File: src/kvt_pkg.sv
`timescale 1ns / 1ps

package kvt_pkg;

    // Number of cells in the table.
    localparam int ENTRIES = 16;
    localparam int KEY_W   = 32;
    localparam int VAL_W   = 32;

    // Request codes.
    typedef enum logic [1:0] {
        OP_INSERT = 2'd0,
        OP_ERASE  = 2'd1,
        OP_READ   = 2'd2,
        OP_CLEAR  = 2'd3
    } t_opcode;

    // Answer codes.
    typedef enum logic [1:0] {
        ST_OK     = 2'd0,
        ST_EXISTS = 2'd1,
        ST_ABSENT = 2'd2,
        ST_FULL   = 2'd3
    } t_status;

    // Request beat.
    typedef struct packed {
        t_opcode                   opcode;
        logic signed [KEY_W-1:0]   key;
        logic signed [VAL_W-1:0]   value;
    } t_in_beat;

    // Answer beat.
    typedef struct packed {
        t_status                   status;
        logic signed [VAL_W-1:0]   read_value;
    } t_out_beat;

    // Command broadcast to every cell.
    typedef struct packed {
        logic             exec;
        t_opcode          opcode;
        logic             any_hit;
        logic [KEY_W-1:0] key;
        logic [VAL_W-1:0] value;
    } t_cell_cmd;

    // What each cell reports back.
    typedef struct packed {
        logic             match;
        logic             valid;
        logic             claim_out;
        logic [VAL_W-1:0] rd_value;
    } t_cell_stat;

endpackage

File: src/key_value_table_top.sv
`timescale 1ns / 1ps

// Channel   Direction  Handshake                 Beat
// request   in         i_in_valid / o_in_stall   i_in_beat  (kvt_pkg::t_in_beat)
// answer    out        o_out_valid / i_out_stall o_out_beat (kvt_pkg::t_out_beat)
//
// A request is registered on acceptance and executed when the answer register is free or
// being emptied; its answer is then registered and held until the answer side takes it.
// Each cell compares its key in parallel; the free slot is found by a token
// that ripples along the chain of cells.
// One request per cycle when the answer side does not stall; a stalled answer holds
// execution, then the input. Synchronous active-low reset empties the table at once.

module key_value_table_top (
    input  logic               i_clk,
    input  logic               i_rst_n,
    input  logic               i_in_valid,
    output logic               o_in_stall,
    input  kvt_pkg::t_in_beat  i_in_beat,
    output logic               o_out_valid,
    input  logic               i_out_stall,
    output kvt_pkg::t_out_beat o_out_beat
);

    logic                         r_pend;
    kvt_pkg::t_in_beat            r_req;
    logic                         r_out_valid;
    kvt_pkg::t_out_beat           r_out;
    kvt_pkg::t_out_beat           n_out;
    logic                         exec;
    logic                         in_acc;
    logic                         any_hit;
    logic                         full;
    logic [kvt_pkg::VAL_W-1:0]    rd_or;
    logic [kvt_pkg::ENTRIES-1:0]  match_vec;
    logic [kvt_pkg::ENTRIES-1:0]  valid_vec;
    logic [kvt_pkg::ENTRIES:0]    claim;
    kvt_pkg::t_cell_cmd           cmd;
    kvt_pkg::t_cell_stat          stat [kvt_pkg::ENTRIES];

    // Execute when the answer register is free or being emptied.
    assign exec       = r_pend && (!r_out_valid || !i_out_stall);
    assign o_in_stall = r_pend && !exec;
    assign in_acc     = i_in_valid && !o_in_stall;

    assign o_out_valid = r_out_valid;
    assign o_out_beat  = r_out;

    // Broadcast command.
    always_comb begin
        cmd.exec    = exec;
        cmd.opcode  = r_req.opcode;
        cmd.any_hit = any_hit;
        cmd.key     = r_req.key;
        cmd.value   = r_req.value;
    end

    // Row of cells with the free-slot token chain.
    assign claim[0] = 1'b1;
    for (genvar g = 0; g < kvt_pkg::ENTRIES; g++) begin : g_cell
        kvt_cell u_cell (
            .i_clk      (i_clk),
            .i_rst_n    (i_rst_n),
            .i_cmd      (cmd),
            .i_claim_in (claim[g]),
            .o_stat     (stat[g])
        );
        assign claim[g+1]   = stat[g].claim_out;
        assign match_vec[g] = stat[g].match;
        assign valid_vec[g] = stat[g].valid;
    end

    assign any_hit = |match_vec;
    assign full    = claim[kvt_pkg::ENTRIES];

    // At most one cell matches, so the masked values combine by OR.
    always_comb begin
        rd_or = '0;
        for (int i = 0; i < kvt_pkg::ENTRIES; i++) begin
            rd_or = rd_or | stat[i].rd_value;
        end
    end

    // Answer for the request under execution.
    always_comb begin
        n_out.status     = kvt_pkg::ST_OK;
        n_out.read_value = '0;
        case (r_req.opcode)
            kvt_pkg::OP_CLEAR: n_out.status = kvt_pkg::ST_OK;
            kvt_pkg::OP_INSERT: begin
                if (any_hit) begin
                    n_out.status = kvt_pkg::ST_EXISTS;
                end else if (full) begin
                    n_out.status = kvt_pkg::ST_FULL;
                end
            end
            kvt_pkg::OP_ERASE: begin
                if (!any_hit) n_out.status = kvt_pkg::ST_ABSENT;
            end
            kvt_pkg::OP_READ: begin
                if (!any_hit) begin
                    n_out.status = kvt_pkg::ST_ABSENT;
                end else begin
                    n_out.read_value = rd_or;
                end
            end
            default: n_out.status = kvt_pkg::ST_OK;
        endcase
    end

    // Control registers.
    always_ff @(posedge i_clk) begin
        if (!i_rst_n) begin
            r_pend      <= 1'b0;
            r_out_valid <= 1'b0;
        end else begin
            if (in_acc) begin
                r_pend <= 1'b1;
            end else if (exec) begin
                r_pend <= 1'b0;
            end
            if (exec) begin
                r_out_valid <= 1'b1;
            end else if (!i_out_stall) begin
                r_out_valid <= 1'b0;
            end
        end
    end

    // Payload registers.
    always_ff @(posedge i_clk) begin
        if (in_acc) begin
            r_req <= i_in_beat;
        end
        if (exec) begin
            r_out <= n_out;
        end
    end

`ifndef ASSERT_OFF
    // Keys are unique, so no two cells may match.
    a_unique_hit: assert property (@(posedge i_clk) disable iff (!i_rst_n)
        $onehot0(match_vec))
        else $error("more than one cell matches the key");

    // A clear empties every cell.
    a_clear_empties: assert property (@(posedge i_clk) disable iff (!i_rst_n)
        exec && (r_req.opcode == kvt_pkg::OP_CLEAR) |=> (valid_vec == '0))
        else $error("cells still valid after clear");

    // A successful insert fills exactly one more cell.
    a_insert_grows: assert property (@(posedge i_clk) disable iff (!i_rst_n)
        exec && (r_req.opcode == kvt_pkg::OP_INSERT) && !any_hit && !full |=>
        ($countones(valid_vec) == $countones($past(valid_vec)) + 1))
        else $error("insert did not fill one cell");

    // Every execution leaves an answer waiting.
    a_exec_answers: assert property (@(posedge i_clk) disable iff (!i_rst_n)
        exec |=> r_out_valid)
        else $error("executed request left no answer");
`endif

endmodule

File: src/kvt_cell.sv
`timescale 1ns / 1ps

module kvt_cell (
    input  logic               i_clk,
    input  logic               i_rst_n,
    input  kvt_pkg::t_cell_cmd i_cmd,
    input  logic               i_claim_in,
    output kvt_pkg::t_cell_stat o_stat
);

    logic                      r_valid;
    logic                      n_valid;
    logic [kvt_pkg::KEY_W-1:0] r_key;
    logic [kvt_pkg::VAL_W-1:0] r_value;
    logic                      match;
    logic                      take;
    logic                      write_en;

    // Compare the stored key against the request key.
    assign match = r_valid && (r_key == i_cmd.key);

    // The free-slot token stops at the first empty cell of the chain.
    assign take = i_claim_in && !r_valid;

    assign write_en = i_cmd.exec && (i_cmd.opcode == kvt_pkg::OP_INSERT) &&
                      !i_cmd.any_hit && take;

    // Report to the top level and pass the token on.
    always_comb begin
        o_stat.match     = match;
        o_stat.valid     = r_valid;
        o_stat.claim_out = i_claim_in && r_valid;
        o_stat.rd_value  = match ? r_value : '0;
    end

    // Next state of the valid bit.
    always_comb begin
        n_valid = r_valid;
        if (i_cmd.exec) begin
            case (i_cmd.opcode)
                kvt_pkg::OP_CLEAR:  n_valid = 1'b0;
                kvt_pkg::OP_ERASE:  if (match) n_valid = 1'b0;
                kvt_pkg::OP_INSERT: if (write_en) n_valid = 1'b1;
                default:            n_valid = r_valid;
            endcase
        end
    end

    // Valid bit is control state and is reset.
    always_ff @(posedge i_clk) begin
        if (!i_rst_n) begin
            r_valid <= 1'b0;
        end else begin
            r_valid <= n_valid;
        end
    end

    // Key and value are payload and carry no reset.
    always_ff @(posedge i_clk) begin
        if (write_en) begin
            r_key   <= i_cmd.key;
            r_value <= i_cmd.value;
        end
    end

endmodule

File: config.mk
export PLATFORM = sky130hd
export DESIGN_NAME = key_value_table_top
export DESIGN_NICKNAME = d
export VERILOG_FILES = /design/src/kvt_pkg.sv /design/src/key_value_table_top.sv /design/src/kvt_cell.sv
export SDC_FILE = /design/constraint.sdc
export NUM_CORES = 1
export LEC_CHECK = 0
export ABC_CLOCK_PERIOD_IN_PS = 10100
export BUFFER_PORTS_ARGS = -buffer_cell sky130_fd_sc_hd__buf_2
export CORE_ASPECT_RATIO = 1.2
export CORE_UTILIZATION = 50
export DETAILED_ROUTE_END_ITERATION = 6
export PLACE_DENSITY = 0.69
export SLEW_MARGIN = 15
export SYNTH_ARGS = -nofsm -noshare
export SYNTH_HDL_FRONTEND = slang
export SYNTH_HIERARCHICAL = 1
export SYNTH_SLANG_ARGS = --single-unit
File: constraint.sdc
create_clock -name i_clk -period 10.1 [get_ports i_clk]
set_input_delay 0 -clock i_clk [delete_from_list [all_inputs] [get_ports i_clk]]
set_output_delay 0 -clock i_clk [all_outputs]
set_load 0.05 [all_outputs]
---- Word-level counts from Yosys, hierarchy flattened ----
Index checks and enable logic that the tools add are counted.
W data, S select, Z words.
storage, ports and cells
  bits of input ports ..................... 70
  logic and storage cells ................. 305
  bits in registers ....................... 1142
operators by class
  reductions and logical operators ........ 111
  mux-type cells .......................... 72
  bitwise operators ....................... 15
  eq/ne operators ......................... 52
operators by type and width
  operator              number
  $eq A32 B32 Y1        16
  $mux W32              16
  $or A32 B32 Y32       15
  $logic_and A1 B1 Y1   67
  $ne A2 B1 Y1 const B  33
  $reduce_and A4 Y1     16
  $pmux W1 S3           16
  $mux W1               36
  $logic_not A1 Y1      21
  $reduce_or A16 Y1     1
  $mux W2               3
  $pmux W2 S3           1
  $eq A2 B2 Y1 const B  2
  $reduce_bool A3 Y1    1
  $eq A2 B1 Y1 const B  1
  $logic_not A2 Y1      1
  $reduce_and A2 Y1     1
  $reduce_bool A2 Y1    1
  $reduce_or A2 Y1      1
  $logic_or A1 B1 Y1    1

---- Longest topological paths before layout ----
Gate-level depths: netlist of the first run.
  word-level depth ........................ 18
  mapped depth ............................ 19

---- By module ----
The synthesis of the first run kept the hierarchy.
modules (own cells, without submodules)
  module               area each (µm²)  instances  cells an instance
  kvt_cell             2601.2           16         153
  key_value_table_top  4309.1           1          287

---- Least setup slack after synthesis of the first run ----
No wires, ideal clock.
  path type ............................... register to register
  start ................................... register r_out_valid (netlist: o_out_valid)
  end ..................................... register g_cell[0].u_cell.r_valid
  library setup time ...................... 0.087 ns
  period minus slack after synthesis ...... 9.875 ns
  cell stages (with the launch flop) ...... 6
  path buffers ............................ 0
  arrival ................................. 9.788 ns
  slack ................................... 0.225 ns
  cells stage by stage .................... dfxtp_1 -> a21boi_0 -> nand4bb_1 -> nor3_1 -> o21ai_0 -> o21ai_0
RTL lines
  what                    line                        RTL
  from (decl)             key_value_table_top.sv:27   logic r_out_valid;
  from (signal assigned)  key_value_table_top.sv:115  r_out_valid <= 1'b0;
  from (signal assigned)  key_value_table_top.sv:123  r_out_valid <= 1'b1;
  from (signal assigned)  key_value_table_top.sv:125  r_out_valid <= 1'b0;
  to (signal assigned)    kvt_cell.sv:54              r_valid <= n_valid;
  to (decl)               kvt_cell.sv:11              logic r_valid;

---- Worst setup path after layout of the first run ----
  start ................................... register r_req, in the netlist cmd[47]
  end ..................................... register g_cell[2].u_cell/r_key[22] in the netlist's numbering, enable pin
between the ends
  cells in the longest elaborated chain, start to end .. 6
RTL lines
  what                           line                        RTL
  from (decl)                    key_value_table_top.sv:26   kvt_pkg::t_in_beat r_req;
  from (signal assigned)         key_value_table_top.sv:133  r_req <= i_in_beat;
  $eq A32 B32 Y1                 kvt_cell.sv:20              assign match = r_valid && (r_key == i_cmd.key);
  $logic_and A1 B1 Y1            kvt_cell.sv:20
  via match_vec (one bit)        key_value_table_top.sv:35   logic [kvt_pkg::ENTRIES-1:0] match_vec;
  $reduce_or A16 Y1              key_value_table_top.sv:73   assign any_hit = |match_vec;
  via any_hit                    key_value_table_top.sv:32   logic any_hit;
  $logic_not A1 Y1               kvt_cell.sv:26              !i_cmd.any_hit && take;
  $logic_and A1 B1 Y1            kvt_cell.sv:25              assign write_en = i_cmd.exec && (i_cmd.opcode == kvt_pkg::OP_INSERT) &&
  $logic_and A1 B1 Y1            kvt_cell.sv:26
  via g_cell[2].u_cell.write_en  kvt_cell.sv:17              logic write_en;
  to (signal assigned)           kvt_cell.sv:61              r_key <= i_cmd.key;
  to (decl)                      kvt_cell.sv:13              logic [kvt_pkg::KEY_W-1:0] r_key;
The timed path passes the listed nets, and every way through them passes these cells.
A chain may end at the register's enable or synchronous reset.

==> impl_metrics.csv, run 1 <==
group,metric,value,unit
outcome,status,"finished, final reports clean",
grt,grt_pass1_vias,24184,
finish,final_common_cell,"edfxtp_1",
placed_design,placed_cells,4009,
grt,grt_pass1_wl,150,mm
die,fp-row-count,121,
timing,fin_setup_tns,0,ps
clock_network,cts_hold_buf,104,
clock_network,postCtsSetupBuffers,0,
finish,area_growth,14.2,%
route,drtIter0Drc,1952,
route,via_per_inst,5.54,
timing,finClkSkew,40.0,ps
clock_network,clk_latency,700,ps
timing,min_period,4850,ps
pwr,p_per_area,182,nW/µm²
min_path,hold_class,"input pin to register",
finish,multi_input_area,11100,µm²
critical_path,startpoint_type,"register",
route,wl_per_cell,23.3,µm
pwr,vdd_drop_max,0.000137,V
critical_path,cp_max_fo,65,
route,routed_wl,100,mm
finish,regArea,34100,µm²
finish,nFillCells,6701,
timing,report.final.hold_viol_count,0,
die,core-area,90700,µm²
grt,use_met1,0.288,
finish,n_antenna_cell,0,
timing,post-route-period-util,0.480,
route,drc,0,
pwr,power.total,0.00951,W
finish,drive_above_1_share,0.118,
synth,yosysWarnings,6,
clock_network,cts_tree,"built",
grt,antenna_found_initial,0,
grt,overflow,0,
die,start_util,0.505,
pwr,p_leak,17.8,nW
timing,fmax,206,MHz
timing,slew_viol_final,0,
critical_path,crit_chain,"buf_8 > xor2_1 > nor4_1 > nand4_1 > nor3_4 > buf_4 > nor4_1 > nand4_1 > nand4bb_1 > nor3_2 > buf_4",
critical_path,critPathKind,"register to register",
critical_path,critical_path_arrival,5140,ps
critical_path,crit_start,"cmd[47]$_DFFE_PP_",
timing,max_slew_margin,0.267,
finish,nets,3126,
placed_design,gp_congestion,0.832,
die,die_w,278,µm
route,vias,23855,
grt,grt-busiest-layer,"met2",
placed_design,hpwlAfterDp,58.3,mm
clock_network,cts_resized,0,
critical_path,critPathSlowestCell,"edfxtp_1",
timing,holdWs,30.1,ps
grt,grt_use_met2,0.370,
critical_path,worstPathRequired,10390,ps
critical_path,endpoint_kind,"register",
finish,mostFrequentLayoutCells,"1,124 x edfxtp_1, 528 x and2_1, 496 x xor2_1",
die,boundaryPins,106,
finish,finalNonFillerCells,4306,
route,postRouteAntennaNets,0,
clock_network,cts_htree_levels,3,
critical_path,critPathMaxStageDelay,880,ps
synth,syn_area_per_cell,16.8,µm²
synth,synth_area,45800,µm²
clock_network,clock_path_buffers,3,
critical_path,timing.rr.start,"cmd[47]$_DFFE_PP_",
timing,setup_viol,0,
clock_network,cts.sinks,1142,
run,maxCapViolCount,0,
synth,syn_inst,2719,
die,die_h,334,µm
min_path,hp-start,"i_in_beat[65]",
grt,grtUsageMet3,0.0272,
grt,grt_max_degree,67,
clock_network,cts_root_buf,"clkbuf_16",
die,dieArea,92800,µm²
clock_network,numCtsBuffers,106,
finish,utilization,0.577,
route,first_pass_iters,5,
placed_design,io_buffers,105,
grt,grt_usage,0.218,
clock_network,clkTransAtPathRegs,60,ps
timing,tightestPinTransition,1100,ps
timing,grt_setup_unrepaired,"false",
final timing paths:
| check | end | slack, ps | depth (start not counted) |
|---|---|---|---|
| setup / recovery | g_cell[2].u_cell/r_key[22]$_DFFE_PP_ | 5250 | 11 |
| hold reg to reg | g_cell[9].u_cell/r_valid$_SDFFE_PN0P_ | 560 | 2 |
| hold / removal | cmd[66]$_DFFE_PP_ | 30 | 2 |
| setup reg to reg | g_cell[2].u_cell/r_key[22]$_DFFE_PP_ | 5250 | 11 |
state kept, by name, indices dropped and copies added (netlist names):
register and count:
g_cell.u_cell/r_key 512, o_out_beat 34, r_pend 1, g_cell.u_cell/r_valid 16
cmd 66, g_cell.u_cell/r_value 512, o_out_valid 1
critical path: cells and delay by family (launching register included):
| kind | cells | cell delay, ps |
|---|---|---|
| buffers and inverters | 3 | 1390 |
| XOR/XNOR | 1 | 170 |
| AND/OR/NAND/NOR | 7 | 1920 |
| flip-flops | 1 | 880 |
power breakdown:
part | switching (W) | internal [W]
combinational | 0.000190 | 0.000105
clock | 0.00167 | 0.00227
sequential | 0.0000429 | 0.00523
total | 0.00191 | 0.00761
routing by layer:
| layer | share of wire | vias up |
|---|---|---|
| met5 | 0 | - |
| met4 | 0.028 | 0 |
| met3 | 0.050 | 155 |
| met2 | 0.50 | 700 |
| met1 | 0.42 | 12166 |
| li1 | - | 10834 |
per-stage QoR:
stage | setup WS [ps] | instance area (µm²)
finish | 5250 | 52300
global route | 4920 | 52300
CTS | 5300 | 52300
detailed placement | 5330 | 47800
global placement | 5090 | 47800
floorplan | 225 | 45800
cell type report:
class | instances | area share
Timing Repair Buffer | 292 | 0.0420
Clock inverter | 58 | 0.0116
Multi-Input combinational cell | 1508 | 0.212
Inverter | 3 | 0.000215
Sequential cell | 1142 | 0.652
Tap cell | 1168 | 0.0279
Clock buffer | 135 | 0.0544
Note: power is estimated with default switching activity, not from simulation.
==> run 2, diff against run 1 <==
--- a/config.mk
+++ b/config.mk
@@ -5,12 +5,13 @@
 export SDC_FILE = /design/constraint.sdc
 export NUM_CORES = 1
 export LEC_CHECK = 0
-export ABC_CLOCK_PERIOD_IN_PS = 10100
+export ABC_AREA = 1
+export ABC_CLOCK_PERIOD_IN_PS = 4800
 export BUFFER_PORTS_ARGS = -buffer_cell sky130_fd_sc_hd__buf_2
 export CORE_ASPECT_RATIO = 1.2
 export CORE_UTILIZATION = 50
 export DETAILED_ROUTE_END_ITERATION = 6
-export PLACE_DENSITY = 0.69
+export PLACE_DENSITY = 0.66
 export SLEW_MARGIN = 15
 export SYNTH_ARGS = -nofsm -noshare
 export SYNTH_HDL_FRONTEND = slang
==> constraint.sdc (replaced) <==
create_clock -name i_clk -period 4.8 [get_ports i_clk]
set_input_delay 0 -clock i_clk [delete_from_list [all_inputs] [get_ports i_clk]]
set_output_delay 0 -clock i_clk [all_outputs]
set_load 0.05 [all_outputs]
==> impl_metrics.csv, run 2 <==
group,metric,value,unit
outcome,status,"finished, final reports clean",
critical_path,critical_path_arrival,4380,ps
critical_path,reg2reg_depth,12,
min_path,hold_class,"input pin to register",
clock_network,cts_htree_levels,3,
min_path,hp-start,"i_in_beat[41]",
pwr,power.total,0.0214,W
finish,stdcell_area,65200,µm²
die,start_util,0.506,
run,maxCapViolCount,0,
die,die_w,309,µm
clock_network,cts_root_buf,"clkbuf_16",
route,vias,39294,
synth,syn_area_per_cell,9.27,µm²
min_path,holdPathEnd,"cmd[41]$_DFFE_PP_",
grt,grt_pass1_wl,224,mm
timing,tightestPinTransition,1150,ps
clock_network,cts.sinks,1142,
pwr,p_per_area,328,nW/µm²
timing,fmax,253,MHz
pwr,p_leak,29.2,nW
synth,synth_area,56500,µm²
clock_network,cts_resized,0,
finish,utilization,0.584,
timing,report.final.hold_viol_count,0,
critical_path,worstPathRequired,5230,ps
finish,nFillCells,9645,
route,routed_wl,148,mm
grt,grt_max_degree,66,
route,via_per_inst,4.85,
route,drtIter0Drc,2785,
grt,overflow,0,
route,drc,0,
clock_network,clkTransAtPathRegs,60,ps
placed_design,placed_area,60000,µm²
critical_path,r2r-end,"g_cell[13].u_cell/r_value[1]$_DFFE_PP_",
critical_path,timing.rr.start,"cmd[43]$_DFFE_PP_",
timing,max_slew_margin,0.230,
route,postRouteAntennaNets,0,
route,wl_per_cell,18.3,µm
grt,grt_pass1_vias,38643,
clock_network,cts_tree,"built",
timing,post-route-period-util,0.823,
grt,grt_usage,0.262,
clock_network,clk_latency,740,ps
critical_path,critPathKind,"register to register",
die,fp-row-count,134,
synth,yosysWarnings,6,
finish,area_growth,15.5,%
timing,setup_viol,0,
critical_path,startpoint_type,"register",
route,first_pass_iters,6,
critical_path,r2r_slack,850,ps
die,die_h,370,µm
finish,final_common_cell,"inv_1",
timing,finClkSkew,30.7,ps
timing,min_period,3950,ps
die,boundaryPins,106,
synth,syn_inst,6095,
min_path,hold_depth,2,
finish,mostFrequentLayoutCells,"1,622 x inv_1, 1,353 x nand2_1, 1,124 x edfxtp_1",
finish,multi_input_area,15800,µm²
critical_path,cp_max_fo,19,
finish,drive_above_1_share,0.147,
finish,regArea,34100,µm²
finish,nets,6580,
clock_network,cts_hold_buf,133,
placed_design,hpwlAfterDp,92.4,mm
critical_path,endpoint_kind,"register",
timing,grt_setup_unrepaired,"false",
die,core-area,112000,µm²
grt,antenna_found_initial,2,
die,dieArea,114000,µm²
pwr,vdd_drop_max,0.000319,V
clock_network,postCtsSetupBuffers,0,
clock_network,clock_path_buffers,3,
timing,slew_viol_final,0,
clock_network,numCtsBuffers,117,
placed_design,io_buffers,105,
placed_design,gp_congestion,0.904,
## run 2: cell types whose count changed in the layout (fill, tap and decap cells not counted), sizes merged, moves of 33 or more
| cell | delta |
|---|---|
| a21oi | +33 |
| and2 | -496 |
| buf | +38 |
| inv | +1639 |
| nand2 | +1371 |
| nand3 | +128 |
| nand4 | +111 |
| nor2 | +1196 |
| nor4 | -212 |
| xnor2 | +64 |
| xor2 | -448 |
## run 2: final cells by class
cell class | instances | area share
multi-input cells | 3248 | 0.242
flip-flops and latches | 1142 | 0.523
inverters | 1639 | 0.0944
repair buffers | 359 | 0.0526
well taps | 1496 | 0.0287
clock inverters | 79 | 0.0118
clock buffers | 139 | 0.0470
diodes | 1 | 0.0000384
## run 2: through the flow
stage | hold slack, ps | setup TNS, ps | std cells | setup WS, ps
2_1_floorplan | 98.9 | -19980 | 6096 | -148
3_3_place_gp | 176 | 0 | 7751 | 891
3_5_place_dp | 178 | 0 | 7751 | 904
4_1_cts | 6.68 | 0 | 8102 | 901
5_1_grt | 44.2 | 0 | 8102 | 717
6_report | 48.9 | 0 | 8103 | 850
## run 2: how the worst max path moves through the flow
stage / start / endpoint / cells after the start
3_5_place_dp: cmd[49]$_DFFE_PP_ / g_cell[13].u_cell/r_value[9]$_DFFE_PP_ / 14
5_1_grt: cmd[49]$_DFFE_PP_ / g_cell[13].u_cell/r_value[4]$_DFFE_PP_ / 14
6_report: cmd[43]$_DFFE_PP_ / g_cell[13].u_cell/r_value[1]$_DFFE_PP_ / 12
2_1_floorplan: cmd[59]$_DFFE_PP_ / g_cell[0].u_cell/r_valid$_SDFFE_PN0P_ / 17
3_3_place_gp: cmd[49]$_DFFE_PP_ / g_cell[13].u_cell/r_value[3]$_DFFE_PP_ / 14
4_1_cts: cmd[49]$_DFFE_PP_ / g_cell[13].u_cell/r_value[1]$_DFFE_PP_ / 14
## run 2: layer usage
metal | global-route usage | wire (µm)
met4 | 0.0945 | 4840
met5 | 0 | 0
met2 | 0.459 | 73200
met3 | 0.0284 | 7100
met1 | 0.336 | 62900
## run 2: report_power, final
group	total (W)	switching [W]	internal [W]	leakage, nW
Clock	0.00914	0.00390	0.00525	1.87
Sequential	0.0111	0.000111	0.0110	10.3
Combinational	0.00110	0.000734	0.000365	17.0
Total	0.0214	0.00474	0.0166	29.2
## run 2: critical path: stages (launching register included)
cell	delay, ps
edfxtp_1	1080
buf_12	260
nand2_1	90
nand3_1	80
nor4_1	80
nand3_1	90
nor2_2	70
nor2_1	250
nand2_1	150
nor2_4	160
nand2_8	210
nor4_4	740
buf_4	340
